`config.mk`:
```
export PLATFORM = sky130hd
export DESIGN_NAME = thermal_zone_charge_sequencer_flat
export DESIGN_NICKNAME = d
export VERILOG_FILES = /design/src/rtl/tzcs_pkg.sv /design/src/rtl/tzcs_if.sv /design/src/rtl/thermal_zone_charge_sequencer.sv /design/src/rtl/tzcs_front.sv /design/src/rtl/tzcs_fifo.sv /design/src/rtl/tzcs_back.sv /design/src/flat_wrapper.sv
export SDC_FILE = /design/constraint.sdc
export NUM_CORES = 1
export LEC_CHECK = 0
export ABC_AREA = 0
export BUFFER_PORTS_ARGS = -buffer_cell sky130_fd_sc_hd__buf_2
export CELL_PAD_IN_SITES_DETAIL_PLACEMENT = 1
export CELL_PAD_IN_SITES_GLOBAL_PLACEMENT = 1
export CORE_MARGIN = 2
export CORE_UTILIZATION = 47
export DETAILED_ROUTE_END_ITERATION = 10
export PLACE_DENSITY_LB_ADDON = 0.1
export SYNTH_ARGS = -nofsm -noshare
export SYNTH_HDL_FRONTEND = slang
export SYNTH_SLANG_ARGS = --single-unit
export TNS_END_PERCENT = 1
```
`constraint.sdc`:
```
create_clock -name i_clk -period 4.4 [get_ports i_clk]
set_input_delay 0.66 -clock i_clk [delete_from_list [all_inputs] [get_ports i_clk]]
set_output_delay 0.66 -clock i_clk [all_outputs]
set_load 0.05 [all_outputs]
```
`src/rtl/tzcs_pkg.sv`:
```
`timescale 1ns / 1ps
`default_nettype none

package tzcs_pkg;

    // Input commands
    localparam logic [1:0] CMD_SAMPLE = 2'd0;
    localparam logic [1:0] CMD_CABLE  = 2'd1;
    localparam logic [1:0] CMD_APPLY  = 2'd2;

    // Cable types
    localparam logic [1:0] CABLE_NONE = 2'd0;
    localparam logic [1:0] CABLE_USB  = 2'd1;
    localparam logic [1:0] CABLE_AC   = 2'd2;

    // Thermal zones
    localparam logic [2:0] ZONE_COLD    = 3'd0;
    localparam logic [2:0] ZONE_COOL    = 3'd1;
    localparam logic [2:0] ZONE_NORMAL  = 3'd2;
    localparam logic [2:0] ZONE_WARM    = 3'd3;
    localparam logic [2:0] ZONE_HOT     = 3'd4;
    localparam logic [2:0] ZONE_UNKNOWN = 3'd5;
    localparam int         ZONE_COUNT   = 5;

    // Configuration register indexes
    localparam logic [1:0] CFG_CDP_PORT      = 2'd0;
    localparam logic [1:0] CFG_FACTORY_DUMMY = 2'd1;
    localparam logic [1:0] CFG_OFFLINE       = 2'd2;

    // Charger register addresses
    localparam logic [7:0] ADDR_INPUT_LIMIT = 8'h00;
    localparam logic [7:0] ADDR_CHG_CTRL    = 8'h02;
    localparam logic [7:0] ADDR_CMD_A       = 8'h30;
    localparam logic [7:0] ADDR_CMD_B       = 8'h31;

    // Charger register data
    localparam logic [7:0] DATA_CMD_CHG     = 8'h81;
    localparam logic [7:0] DATA_CMD_USB     = 8'h83;
    localparam logic [7:0] DATA_MODE_OFF    = 8'h00;
    localparam logic [7:0] DATA_MODE_HC     = 8'h01;
    localparam logic [7:0] DATA_MODE_500    = 8'h02;
    localparam logic [7:0] DATA_MODE_900    = 8'h06;
    localparam logic [7:0] DATA_LIMIT_1A    = 8'h02;
    localparam logic [7:0] DATA_LIMIT_COOL  = 8'h09;
    localparam logic [7:0] DATA_LIMIT_NORM  = 8'h6A;
    localparam logic [7:0] DATA_CTRL_A      = 8'h8F;
    localparam logic [7:0] DATA_CTRL_B      = 8'h9F;

    localparam logic [11:0] MA_100 = 12'd100;
    localparam logic [11:0] MA_900 = 12'd900;

    // Job queue
    localparam int FIFO_DEPTH = 4;
    localparam int FIFO_AW    = $clog2(FIFO_DEPTH);

    localparam logic [2:0] PAIR_LAST_STEP    = 3'd1;
    localparam logic [2:0] CHARGER_LAST_STEP = 3'd6;

    typedef enum logic [1:0] {
        KIND_STATUS  = 2'd0,
        KIND_PAIR    = 2'd1,
        KIND_CHARGER = 2'd2
    } t_kind;

    // One classified input: what the back end must emit
    typedef struct packed {
        t_kind      kind;
        logic [7:0] d0;       // pair: data for CMD_A
        logic [7:0] d1;       // pair: data for CMD_B, charger: input limit
        logic [2:0] zone;
        logic       changed;
    } t_job;

    typedef struct packed {
        logic full;
        logic empty;
    } t_q_stat;

    function automatic logic signed [12:0] band_lo(input logic [2:0] z);
        case (z)
            3'd0:    return -13'sd2000;
            3'd1:    return -13'sd80;
            3'd2:    return 13'sd20;
            3'd3:    return 13'sd400;
            3'd4:    return 13'sd550;
            default: return 13'sd0;
        endcase
    endfunction

    function automatic logic signed [12:0] band_hi(input logic [2:0] z);
        case (z)
            3'd0:    return -13'sd50;
            3'd1:    return 13'sd50;
            3'd2:    return 13'sd430;
            3'd3:    return 13'sd580;
            3'd4:    return 13'sd2000;
            default: return 13'sd0;
        endcase
    endfunction

    function automatic logic signed [12:0] band_start(input logic [2:0] z);
        case (z)
            3'd0:    return -13'sd2000;
            3'd1:    return -13'sd80;
            3'd2:    return 13'sd20;
            3'd3:    return 13'sd430;
            3'd4:    return 13'sd580;
            default: return 13'sd0;
        endcase
    endfunction

    // Charger sequence step -> {addr, data}
    function automatic logic [15:0] charger_write(input logic [2:0] step,
                                                  input logic [7:0] limit);
        case (step)
            3'd0:    return {ADDR_CMD_A, DATA_CMD_CHG};
            3'd1:    return {ADDR_CMD_B, DATA_MODE_HC};
            3'd2:    return {ADDR_INPUT_LIMIT, limit};
            3'd3:    return {ADDR_CHG_CTRL, DATA_CTRL_A};
            3'd4:    return {ADDR_CHG_CTRL, DATA_CTRL_B};
            3'd5:    return {ADDR_CMD_A, DATA_CMD_USB};
            3'd6:    return {ADDR_CMD_B, DATA_MODE_HC};
            default: return 16'h0000;
        endcase
    endfunction

endpackage

`default_nettype wire

```
`src/rtl/tzcs_if.sv`:
```
`timescale 1ns / 1ps
`default_nettype none

interface tzcs_in_if;
    logic               valid;
    logic               ready;
    logic [1:0]         command;
    logic signed [12:0] temperature;
    logic [2:0]         zone_select;
    logic [1:0]         cable_kind;
    logic [11:0]        req_ma;
    logic               cable_present;

    modport source (output valid, command, temperature, zone_select, cable_kind,
                    req_ma, cable_present, input ready);
    modport sink   (input valid, command, temperature, zone_select, cable_kind,
                    req_ma, cable_present, output ready);
endinterface

interface tzcs_out_if;
    logic       valid;
    logic       ready;
    logic       write_valid;
    logic [7:0] reg_addr;
    logic [7:0] reg_data;
    logic [2:0] zone;
    logic       zone_changed;
    logic       last;

    modport source (output valid, write_valid, reg_addr, reg_data, zone, zone_changed,
                    last, input ready);
    modport sink   (input valid, write_valid, reg_addr, reg_data, zone, zone_changed,
                    last, output ready);
endinterface

interface tzcs_cfg_if;
    logic       valid;
    logic       ready;
    logic [1:0] index;
    logic       data;

    modport source (output valid, index, data, input ready);
    modport sink   (input valid, index, data, output ready);
endinterface

`default_nettype wire

```
`src/rtl/thermal_zone_charge_sequencer.sv`:
```
`timescale 1ns / 1ps
`default_nettype none

// Battery thermal zone tracker and charger register write sequencer.
//
// Channels: i_in carries commands (temperature sample, cable event, apply zone);
// o_out carries result items, each either a charger register write or a status
// item with no write; i_cfg writes the port, factory and offline settings and is
// always ready. Every channel moves a transaction when valid and ready are high.
//
// Each input transaction yields one to seven result transactions; the final one
// has last set, and every one reports the zone held after the input.
// The first result of an input passes through the job queue and then the output
// register before it appears on o_out.
// Throughput: the front end accepts one input per cycle while the four-entry job
// queue has room; the back end emits one result per cycle while the receiver takes
// them, so an input yields one status item, two writes, or seven writes.
//
// Reset (i_rst_n low, synchronous) drops the queue and the output register,
// sets the zone to unknown, forgets the last cable and current, clears settings.
// A stalled receiver holds the output register; the queue then fills and i_in
// ready drops until the back end drains it.
module thermal_zone_charge_sequencer (
    input  wire        i_clk,
    input  wire        i_rst_n,
    tzcs_in_if.sink    i_in,
    tzcs_out_if.source o_out,
    tzcs_cfg_if.sink   i_cfg
);

    tzcs_pkg::t_job    push_job;
    tzcs_pkg::t_job    head_job;
    tzcs_pkg::t_q_stat q_stat;
    logic              push;
    logic              pop;

    // Front: classify each input, update zone and cable state, queue a job
    tzcs_front u_front (
        .i_clk    (i_clk),
        .i_rst_n  (i_rst_n),
        .i_in     (i_in),
        .i_cfg    (i_cfg),
        .i_q_stat (q_stat),
        .o_push   (push),
        .o_job    (push_job)
    );

    // Queue between front and back so each side stalls on its own
    tzcs_fifo u_fifo (
        .i_clk      (i_clk),
        .i_rst_n    (i_rst_n),
        .i_push     (push),
        .i_push_job (push_job),
        .i_pop      (pop),
        .o_head     (head_job),
        .o_stat     (q_stat)
    );

    // Back: step through the write sequence of the head job
    tzcs_back u_back (
        .i_clk    (i_clk),
        .i_rst_n  (i_rst_n),
        .i_head   (head_job),
        .i_q_stat (q_stat),
        .o_pop    (pop),
        .o_out    (o_out)
    );

    // A sequence, once started, streams without gaps while the sink takes it
    a_seq_no_gap: assert property (@(posedge i_clk) disable iff (!i_rst_n)
        o_out.valid && o_out.ready && !o_out.last |=> o_out.valid)
        else $error("write sequence broken by a gap");

    // A status item always closes its input
    a_status_last: assert property (@(posedge i_clk) disable iff (!i_rst_n)
        o_out.valid && !o_out.write_valid |-> o_out.last)
        else $error("status item without last");

    // Zone moves are reported only on a sample's status item
    a_changed_status: assert property (@(posedge i_clk) disable iff (!i_rst_n)
        o_out.valid && o_out.zone_changed |-> !o_out.write_valid && o_out.last)
        else $error("zone_changed on a write item");

    // Reported zone stays within the defined codes
    a_zone_range: assert property (@(posedge i_clk) disable iff (!i_rst_n)
        o_out.valid |-> o_out.zone <= tzcs_pkg::ZONE_UNKNOWN)
        else $error("zone code out of range");

    // Queue never reports full and empty at once
    a_queue_stat: assert property (@(posedge i_clk) disable iff (!i_rst_n)
        !(q_stat.full && q_stat.empty))
        else $error("queue status inconsistent");

endmodule

`default_nettype wire

```
`src/rtl/tzcs_front.sv`:
```
`timescale 1ns / 1ps
`default_nettype none

module tzcs_front (
    input  wire              i_clk,
    input  wire              i_rst_n,
    tzcs_in_if.sink          i_in,
    tzcs_cfg_if.sink         i_cfg,
    input  tzcs_pkg::t_q_stat i_q_stat,
    output logic             o_push,
    output tzcs_pkg::t_job   o_job
);

    logic        r_cdp_port;
    logic        r_factory_dummy;
    logic        r_offline;
    logic [2:0]  r_zone_now;
    logic [2:0]  r_zone_before;
    logic [11:0] r_last_current;
    logic [1:0]  r_last_cable;

    logic [2:0]  n_zone_now;
    logic [2:0]  n_zone_before;
    logic [11:0] n_last_current;
    logic [1:0]  n_last_cable;

    logic        samp_found;
    logic [2:0]  samp_idx;
    logic        ignore;
    logic [1:0]  eff_last_cable;
    tzcs_pkg::t_job job;

    // Build the write job for a zone, cable and current
    function automatic tzcs_pkg::t_job zone_job(input logic [2:0]  zone,
                                                input logic [1:0]  cable,
                                                input logic        present,
                                                input logic [11:0] cur,
                                                input logic        cdp,
                                                input logic        offline);
        tzcs_pkg::t_job j;
        logic [7:0]     mode;
        j      = '0;
        j.kind = tzcs_pkg::KIND_STATUS;
        mode   = tzcs_pkg::DATA_MODE_500;
        if (!offline) begin
            if (cur == tzcs_pkg::MA_100) begin
                mode = tzcs_pkg::DATA_MODE_OFF;
            end else if (cur == tzcs_pkg::MA_900) begin
                mode = tzcs_pkg::DATA_MODE_900;
            end
        end
        if (present) begin
            case (zone)
                tzcs_pkg::ZONE_COLD, tzcs_pkg::ZONE_HOT: begin
                    j.kind = tzcs_pkg::KIND_PAIR;
                    j.d0   = tzcs_pkg::DATA_CMD_CHG;
                    j.d1   = tzcs_pkg::DATA_MODE_OFF;
                end
                tzcs_pkg::ZONE_COOL, tzcs_pkg::ZONE_WARM: begin
                    if (cable == tzcs_pkg::CABLE_USB) begin
                        j.kind = tzcs_pkg::KIND_PAIR;
                        j.d0   = tzcs_pkg::DATA_CMD_USB;
                        j.d1   = mode;
                    end else begin
                        j.kind = tzcs_pkg::KIND_CHARGER;
                        j.d1   = cdp ? tzcs_pkg::DATA_LIMIT_1A : tzcs_pkg::DATA_LIMIT_COOL;
                    end
                end
                tzcs_pkg::ZONE_NORMAL: begin
                    if (cable == tzcs_pkg::CABLE_USB) begin
                        j.kind = tzcs_pkg::KIND_PAIR;
                        j.d0   = tzcs_pkg::DATA_CMD_USB;
                        j.d1   = mode;
                    end else begin
                        j.kind = tzcs_pkg::KIND_CHARGER;
                        j.d1   = tzcs_pkg::DATA_LIMIT_NORM;
                    end
                end
                default: j.kind = tzcs_pkg::KIND_STATUS;
            endcase
        end
        return j;
    endfunction

    assign i_in.ready  = !i_q_stat.full;
    assign i_cfg.ready = 1'b1;
    assign o_push      = i_in.valid && i_in.ready;
    assign o_job       = job;

    // Hysteresis search over the five bands
    always_comb begin
        samp_found = 1'b0;
        samp_idx   = r_zone_now;
        if (r_zone_now >= 3'(tzcs_pkg::ZONE_COUNT)) begin
            for (int i = 0; i < tzcs_pkg::ZONE_COUNT; i++) begin
                if (i_in.temperature > tzcs_pkg::band_start(3'(i))) begin
                    samp_found = 1'b1;
                    samp_idx   = 3'(i);
                end
            end
        end else if (i_in.temperature < tzcs_pkg::band_lo(r_zone_now)) begin
            // ascending scan: the last hit is the nearest band below
            for (int i = 0; i < tzcs_pkg::ZONE_COUNT; i++) begin
                if (3'(i) < r_zone_now &&
                    i_in.temperature <  tzcs_pkg::band_hi(3'(i)) &&
                    i_in.temperature >= tzcs_pkg::band_lo(3'(i))) begin
                    samp_found = 1'b1;
                    samp_idx   = 3'(i);
                end
            end
        end else if (i_in.temperature >= tzcs_pkg::band_hi(r_zone_now)) begin
            // descending scan: the last hit is the nearest band above
            for (int i = tzcs_pkg::ZONE_COUNT - 1; i >= 0; i--) begin
                if (3'(i) > r_zone_now &&
                    i_in.temperature <  tzcs_pkg::band_hi(3'(i)) &&
                    i_in.temperature >= tzcs_pkg::band_lo(3'(i))) begin
                    samp_found = 1'b1;
                    samp_idx   = 3'(i);
                end
            end
        end
    end

    always_comb begin
        n_zone_now     = r_zone_now;
        n_zone_before  = r_zone_before;
        n_last_current = r_last_current;
        n_last_cable   = r_last_cable;
        eff_last_cable = i_in.cable_present ? r_last_cable : tzcs_pkg::CABLE_NONE;
        ignore         = (r_last_current == i_in.req_ma) &&
                         ((eff_last_cable == i_in.cable_kind) || !i_in.cable_present);
        job            = '0;
        job.kind       = tzcs_pkg::KIND_STATUS;
        case (i_in.command)
            tzcs_pkg::CMD_SAMPLE: begin
                n_zone_before = r_zone_now;
                if (samp_found) begin
                    n_zone_now = samp_idx;
                end
                job.changed = samp_found;
            end
            tzcs_pkg::CMD_CABLE: begin
                n_last_cable = eff_last_cable;
                if (!ignore) begin
                    n_last_current = i_in.req_ma;
                    n_last_cable   = i_in.cable_kind;
                    if (i_in.cable_kind == tzcs_pkg::CABLE_USB) begin
                        if (r_factory_dummy) begin
                            job.kind = tzcs_pkg::KIND_PAIR;
                            job.d0   = tzcs_pkg::DATA_CMD_USB;
                            job.d1   = tzcs_pkg::DATA_MODE_900;
                        end else begin
                            job = zone_job(r_zone_before, i_in.cable_kind,
                                           i_in.cable_present, i_in.req_ma,
                                           r_cdp_port, r_offline);
                        end
                    end else if (i_in.cable_kind == tzcs_pkg::CABLE_AC) begin
                        job = zone_job(r_zone_before, i_in.cable_kind,
                                       i_in.cable_present, i_in.req_ma,
                                       r_cdp_port, r_offline);
                    end
                end
            end
            tzcs_pkg::CMD_APPLY: begin
                job = zone_job(i_in.zone_select, i_in.cable_kind, i_in.cable_present,
                               r_last_current, r_cdp_port, r_offline);
            end
            default: job.kind = tzcs_pkg::KIND_STATUS;
        endcase
        job.zone = n_zone_now;
    end

    always_ff @(posedge i_clk) begin
        if (!i_rst_n) begin
            r_cdp_port      <= 1'b0;
            r_factory_dummy <= 1'b0;
            r_offline       <= 1'b0;
            r_zone_now      <= tzcs_pkg::ZONE_UNKNOWN;
            r_zone_before   <= tzcs_pkg::ZONE_UNKNOWN;
            r_last_current  <= '0;
            r_last_cable    <= tzcs_pkg::CABLE_NONE;
        end else begin
            if (i_cfg.valid && i_cfg.ready) begin
                case (i_cfg.index)
                    tzcs_pkg::CFG_CDP_PORT:      r_cdp_port      <= i_cfg.data;
                    tzcs_pkg::CFG_FACTORY_DUMMY: r_factory_dummy <= i_cfg.data;
                    tzcs_pkg::CFG_OFFLINE:       r_offline       <= i_cfg.data;
                    default: ;
                endcase
            end
            if (o_push) begin
                r_zone_now     <= n_zone_now;
                r_zone_before  <= n_zone_before;
                r_last_current <= n_last_current;
                r_last_cable   <= n_last_cable;
            end
        end
    end

endmodule

`default_nettype wire

```
`src/rtl/tzcs_fifo.sv`:
```
`timescale 1ns / 1ps
`default_nettype none

module tzcs_fifo (
    input  wire                i_clk,
    input  wire                i_rst_n,
    input  wire                i_push,
    input  tzcs_pkg::t_job     i_push_job,
    input  wire                i_pop,
    output tzcs_pkg::t_job     o_head,
    output tzcs_pkg::t_q_stat  o_stat
);

    tzcs_pkg::t_job               r_slot [tzcs_pkg::FIFO_DEPTH];
    logic [tzcs_pkg::FIFO_AW-1:0] r_wr_ptr;
    logic [tzcs_pkg::FIFO_AW-1:0] r_rd_ptr;
    logic [tzcs_pkg::FIFO_AW:0]   r_count;

    assign o_head       = r_slot[r_rd_ptr];
    assign o_stat.full  = (r_count == (tzcs_pkg::FIFO_AW+1)'(tzcs_pkg::FIFO_DEPTH));
    assign o_stat.empty = (r_count == '0);

    always_ff @(posedge i_clk) begin
        if (i_push) begin
            r_slot[r_wr_ptr] <= i_push_job;
        end
    end

    always_ff @(posedge i_clk) begin
        if (!i_rst_n) begin
            r_wr_ptr <= '0;
            r_rd_ptr <= '0;
            r_count  <= '0;
        end else begin
            if (i_push) begin
                r_wr_ptr <= r_wr_ptr + 1'b1;
            end
            if (i_pop) begin
                r_rd_ptr <= r_rd_ptr + 1'b1;
            end
            if (i_push && !i_pop) begin
                r_count <= r_count + 1'b1;
            end else if (!i_push && i_pop) begin
                r_count <= r_count - 1'b1;
            end
        end
    end

endmodule

`default_nettype wire

```
`src/rtl/tzcs_back.sv`:
```
`timescale 1ns / 1ps
`default_nettype none

module tzcs_back (
    input  wire               i_clk,
    input  wire               i_rst_n,
    input  tzcs_pkg::t_job    i_head,
    input  tzcs_pkg::t_q_stat i_q_stat,
    output logic              o_pop,
    tzcs_out_if.source        o_out
);

    logic       r_step;
    logic [2:0] r_step_cnt;
    logic       r_out_valid;
    logic       r_write_valid;
    logic [7:0] r_reg_addr;
    logic [7:0] r_reg_data;
    logic [2:0] r_zone;
    logic       r_zone_changed;
    logic       r_last;

    logic        slot_free;
    logic        emit;
    logic        is_last;
    logic        wv;
    logic [15:0] wr;

    assign slot_free = !r_out_valid || o_out.ready;
    assign emit      = !i_q_stat.empty && slot_free;
    assign o_pop     = emit && is_last;

    always_comb begin
        wv      = 1'b0;
        wr      = 16'h0000;
        is_last = 1'b1;
        case (i_head.kind)
            tzcs_pkg::KIND_PAIR: begin
                wv      = 1'b1;
                is_last = (r_step_cnt == tzcs_pkg::PAIR_LAST_STEP);
                wr      = is_last ? {tzcs_pkg::ADDR_CMD_B, i_head.d1}
                                  : {tzcs_pkg::ADDR_CMD_A, i_head.d0};
            end
            tzcs_pkg::KIND_CHARGER: begin
                wv      = 1'b1;
                is_last = (r_step_cnt == tzcs_pkg::CHARGER_LAST_STEP);
                wr      = tzcs_pkg::charger_write(r_step_cnt, i_head.d1);
            end
            default: begin
                wv      = 1'b0;
                is_last = 1'b1;
            end
        endcase
    end

    always_ff @(posedge i_clk) begin
        if (emit) begin
            r_write_valid  <= wv;
            r_reg_addr     <= wr[15:8];
            r_reg_data     <= wr[7:0];
            r_zone         <= i_head.zone;
            r_zone_changed <= i_head.changed && !wv;
            r_last         <= is_last;
        end
    end

    always_ff @(posedge i_clk) begin
        if (!i_rst_n) begin
            r_out_valid <= 1'b0;
            r_step_cnt  <= '0;
            r_step      <= 1'b0;
        end else begin
            if (emit) begin
                r_out_valid <= 1'b1;
                r_step_cnt  <= is_last ? 3'd0 : r_step_cnt + 3'd1;
                r_step      <= !is_last;
            end else if (o_out.ready) begin
                r_out_valid <= 1'b0;
            end
        end
    end

    assign o_out.valid        = r_out_valid;
    assign o_out.write_valid  = r_write_valid;
    assign o_out.reg_addr     = r_reg_addr;
    assign o_out.reg_data     = r_reg_data;
    assign o_out.zone         = r_zone;
    assign o_out.zone_changed = r_zone_changed;
    assign o_out.last         = r_last || !r_step;

endmodule

`default_nettype wire

```
`src/flat_wrapper.sv`:
```
// flat-port wrapper written by rule: the top's interface ports become plain ports
module thermal_zone_charge_sequencer_flat 
  (i_clk, i_rst_n, i_in_valid, i_in_command, i_in_temperature, i_in_zone_select, i_in_cable_kind, i_in_req_ma, i_in_cable_present, i_in_ready, o_out_valid, o_out_write_valid, o_out_reg_addr, o_out_reg_data, o_out_zone, o_out_zone_changed, o_out_last, o_out_ready, i_cfg_valid, i_cfg_index, i_cfg_data, i_cfg_ready);
  tzcs_in_if i_in_i ();
  tzcs_out_if o_out_i ();
  tzcs_cfg_if i_cfg_i ();
  input  wire i_clk;
  input  wire i_rst_n;
  input wire logic [$bits(i_in_i.valid)-1:0] i_in_valid;
  input wire logic [$bits(i_in_i.command)-1:0] i_in_command;
  input wire logic [$bits(i_in_i.temperature)-1:0] i_in_temperature;
  input wire logic [$bits(i_in_i.zone_select)-1:0] i_in_zone_select;
  input wire logic [$bits(i_in_i.cable_kind)-1:0] i_in_cable_kind;
  input wire logic [$bits(i_in_i.req_ma)-1:0] i_in_req_ma;
  input wire logic [$bits(i_in_i.cable_present)-1:0] i_in_cable_present;
  output wire logic [$bits(i_in_i.ready)-1:0] i_in_ready;
  output wire logic [$bits(o_out_i.valid)-1:0] o_out_valid;
  output wire logic [$bits(o_out_i.write_valid)-1:0] o_out_write_valid;
  output wire logic [$bits(o_out_i.reg_addr)-1:0] o_out_reg_addr;
  output wire logic [$bits(o_out_i.reg_data)-1:0] o_out_reg_data;
  output wire logic [$bits(o_out_i.zone)-1:0] o_out_zone;
  output wire logic [$bits(o_out_i.zone_changed)-1:0] o_out_zone_changed;
  output wire logic [$bits(o_out_i.last)-1:0] o_out_last;
  input wire logic [$bits(o_out_i.ready)-1:0] o_out_ready;
  input wire logic [$bits(i_cfg_i.valid)-1:0] i_cfg_valid;
  input wire logic [$bits(i_cfg_i.index)-1:0] i_cfg_index;
  input wire logic [$bits(i_cfg_i.data)-1:0] i_cfg_data;
  output wire logic [$bits(i_cfg_i.ready)-1:0] i_cfg_ready;
  assign i_in_i.valid = i_in_valid;
  assign i_in_i.command = i_in_command;
  assign i_in_i.temperature = i_in_temperature;
  assign i_in_i.zone_select = i_in_zone_select;
  assign i_in_i.cable_kind = i_in_cable_kind;
  assign i_in_i.req_ma = i_in_req_ma;
  assign i_in_i.cable_present = i_in_cable_present;
  assign i_in_ready = i_in_i.ready;
  assign o_out_valid = o_out_i.valid;
  assign o_out_write_valid = o_out_i.write_valid;
  assign o_out_reg_addr = o_out_i.reg_addr;
  assign o_out_reg_data = o_out_i.reg_data;
  assign o_out_zone = o_out_i.zone;
  assign o_out_zone_changed = o_out_i.zone_changed;
  assign o_out_last = o_out_i.last;
  assign o_out_i.ready = o_out_ready;
  assign i_cfg_i.valid = i_cfg_valid;
  assign i_cfg_i.index = i_cfg_index;
  assign i_cfg_i.data = i_cfg_data;
  assign i_cfg_ready = i_cfg_i.ready;
  thermal_zone_charge_sequencer u_core (.i_clk(i_clk), .i_rst_n(i_rst_n), .i_in(i_in_i), .o_out(o_out_i), .i_cfg(i_cfg_i));
endmodule
```
==> out/qor.csv <==
metric;value;unit
largest net degree at the start of global routing;31;
Initial Util;48.0;%
nets;708;
Hold Buf Count CTS;0;
Arrival @ worst endpoint;3.89;ns
chip width;117;µm
Slew Viols, Final;0;
die height;117;µm
syn avg cell area;10.3;µm²
initial antenna violation count;0;
Remaining DRCs;0;
Crit path max-delay family;compound AO/OA/AOI/OAI gates;
Clk pin slew, worst setup/hold paths;0.08;ns
number of flops mapped to enable cells by yosys;68;
PwrDens;494;mW/mm²
clk_skew;0.00945;ns
TritonCTS clock tree;built;
VDD IR max;0.181;mV
Area Growth Syn to Fin;11.4;%
1st-iter DRT viols;273;
most frequent cells in the layout;edfxtp_1 (68), buf_2 (60), nor2_1 (57), nand2_1 (48), dfxtp_1 (37);
asr flop ratio synth;0;%
#FFs+latches synth;105;
hold path startpoint;u_core.u_back.o_out.valid;
total negative slack;0;ns
dpl ws;0.674;ns
RR Startpoint;u_core.u_front.r_zone_now[1];
crit-path max FO;13;
Remaining Overflow, GRT;0;
# IOs;66;
drt total wl;15.4;mm
Cells after Synth;585;
most common cell after layout, fill and taps aside;edfxtp_1;
number of vias per cell;5.80;
synth warn;0;
DRT Pass-1 Iters;4;
dpl hpwl;11.7;mm
ANT cells;0;
Crit path largest cell delay;0.63;ns
Overall Global Routing Usage;23.3;%
max-cap violations;0;
WP data required;4.48;ns
H-tree levels;3;
CP most frequent cell;a21oi_1;
Final WS setup;0.591;ns
global-route wire length before repair;25.6;mm
Slowest-stage cell, CP;dfxtp_1;
post_cts resized;0;
CP cell instances;inv_1, o21ai_0, ha_1, nand4_1, nor3_1, o31ai_1, a21oi_1, a21oi_1, o31ai_4, and2_1, mux2_4;
final period demand of the worst path;3.81;ns
status;finished, final reports clean;
Hold Crit Class;flop to flop;
unrepaired setup endpoints after global routing;no;
ys flop type;edfxtp_1;
routability cong.;0.948;
Max Root-Sink Buffers;2;
Worst setup EP type;flop;
die area;0.0138;mm²
Core ar.;0.0126;mm²
leakage;2.61;nW
fraction of layout cells with a size suffix above 1;15.9;%
Final Cycle Share;86.6;%
Root Buffer;clkbuf_16;
crit start category;flop;
Worst-Skew Late Latency;0.34;ns
fmax;263;MHz
CP Buf/Inv Count;1;
FILL cells;1437;
Unique masters post-synth;67;
Setup Viol. Count Final;0;
CTS Buf Count;9;
row cnt;41;
clk sinks;105;
vias in the first global route;4962;
Crit. Startpoint;u_core.u_front.r_zone_now[1];
post-synthesis sequential area ratio;46.0;%
drt wl/cell;19.1;µm
relative max-transition margin;31.3;%
Vias;4684;
input/output buffers;60;
Post-CTS Setup Inserts;0;
Setup CP Type;flop to flop;
Worst-Margin Slew;1.03;ns
DRT antenna net count;0;
final number of hold-violating endpoints;0;
synthesized area;0.00605;mm²
==> routing by layer <==
metal	wire (µm)	GRT usage, %	vias up
li1	-	-	2255
met1	6760	29.4	2306
met2	7910	41.3	109
met3	497	3.73	14
met4	236	6.78	0
met5	0	0	-
==> Yosys cell counts, types with 4 or more instances <==
master    instances  share of area (%)
dfxtp_1          37                 12
edfxtp_1         68                 34
o21a_1            5               0.62
nand3_1          10               0.83
o211ai_1          7               0.87
buf_4             8               0.99
nor4_1           16                1.7
mux4_2           13                4.8
and2_1            9               0.93
mux2i_1          19                3.1
a21oi_1          31                2.6
nand4_1           6               0.62
a21o_1            4               0.50
nor2b_1           8               0.83
inv_1            30                1.9
clkbuf_1         14               0.87
buf_2             4               0.33
nand2_1          48                3.0
nor2_1           57                3.5
xor2_1           20                2.9
nor3_1           11               0.91
o21ai_0          27                2.2
and3_1            9               0.93
buf_1             4               0.25
ha_1             35                7.2
a22oi_1           5               0.62
a211oi_1          5               0.62
nand2b_1          8               0.83
a31oi_1           5               0.52
==> final timing paths <==
path                                              endpoint  slack (ns)  depth (start not counted)
worst max-delay path            u_core.u_fifo.r_slot[3][2]        0.59                         11
worst min-delay path             u_core.u_back.o_out.valid        0.48                          2
worst max register to register  u_core.u_fifo.r_slot[3][2]        0.59                         11
worst min register to register   u_core.u_back.o_out.valid        0.48                          2
==> worst min-delay path: cells and delay by family (launching register included) <==
kind	cells	cell delay, ns
AO/OA/AOI/OAI	1	0.05
AND/OR/NAND/NOR	1	0.06
flip-flops	1	0.33
==> metrics by stage <==
step                total power, mW  util, %  std cells  instance area [µm²]  hold slack, ns
floorplan                      2.26        -        588                 6060           0.441
global placement               2.51     51.1        792                 6450           0.454
detailed placement             2.57     51.1        792                 6450           0.472
CTS                            3.37     53.4        808                 6740           0.482
global route                   3.51     53.4        808                 6740           0.518
finish                         3.33     53.4        808                 6740           0.484
==> flip-flops by register name (all words and copies together), names as in the netlist, 2 cells and up, named ones only <==
name / flops
u_core.u_fifo.r_slot: 52
u_core.u_front.r_last_current: 12
u_core.u_front.r_zone_now: 3
u_core.u_back.o_out.zone: 3
u_core.u_back.o_out.reg_addr: 3
u_core.u_fifo.r_count: 3
u_core.u_front.r_last_cable: 2
u_core.u_back.r_step_cnt: 3
u_core.u_back.o_out.reg_data: 7
u_core.u_fifo.r_rd_ptr: 2
u_core.u_front.r_zone_before: 3
u_core.u_fifo.r_wr_ptr: 2
==> where the power goes <==
part / internal [mW] / switching, mW / total [mW]
clock network: 0.425 / 0.372 / 0.797
registers: 1.26 / 0.0922 / 1.35
logic: 0.382 / 0.803 / 1.19
total: 2.07 / 1.27 / 3.33
==> cell type report <==
cell class | count | area [µm²] | share of cell area (%)
clock inverter | 6 | 46.3 | 0.686
clock buffer | 10 | 250 | 3.71
timing repair buffer | 63 | 323 | 4.79
tap | 172 | 215 | 3.19
inverter | 31 | 116 | 1.73
sequential | 105 | 2780 | 41.3
multi-input combinational | 421 | 3010 | 44.6
==> cells by family after synthesis <==
family	synth area share, %
fa+ha+maj	7.57
xor+xnor	3.18
compound gates	13.3
flops	46.0
other cells	0.124
buf+inv	4.55
mux	8.23
simple gates	17.1
Power figures use the tool's default switching activity.
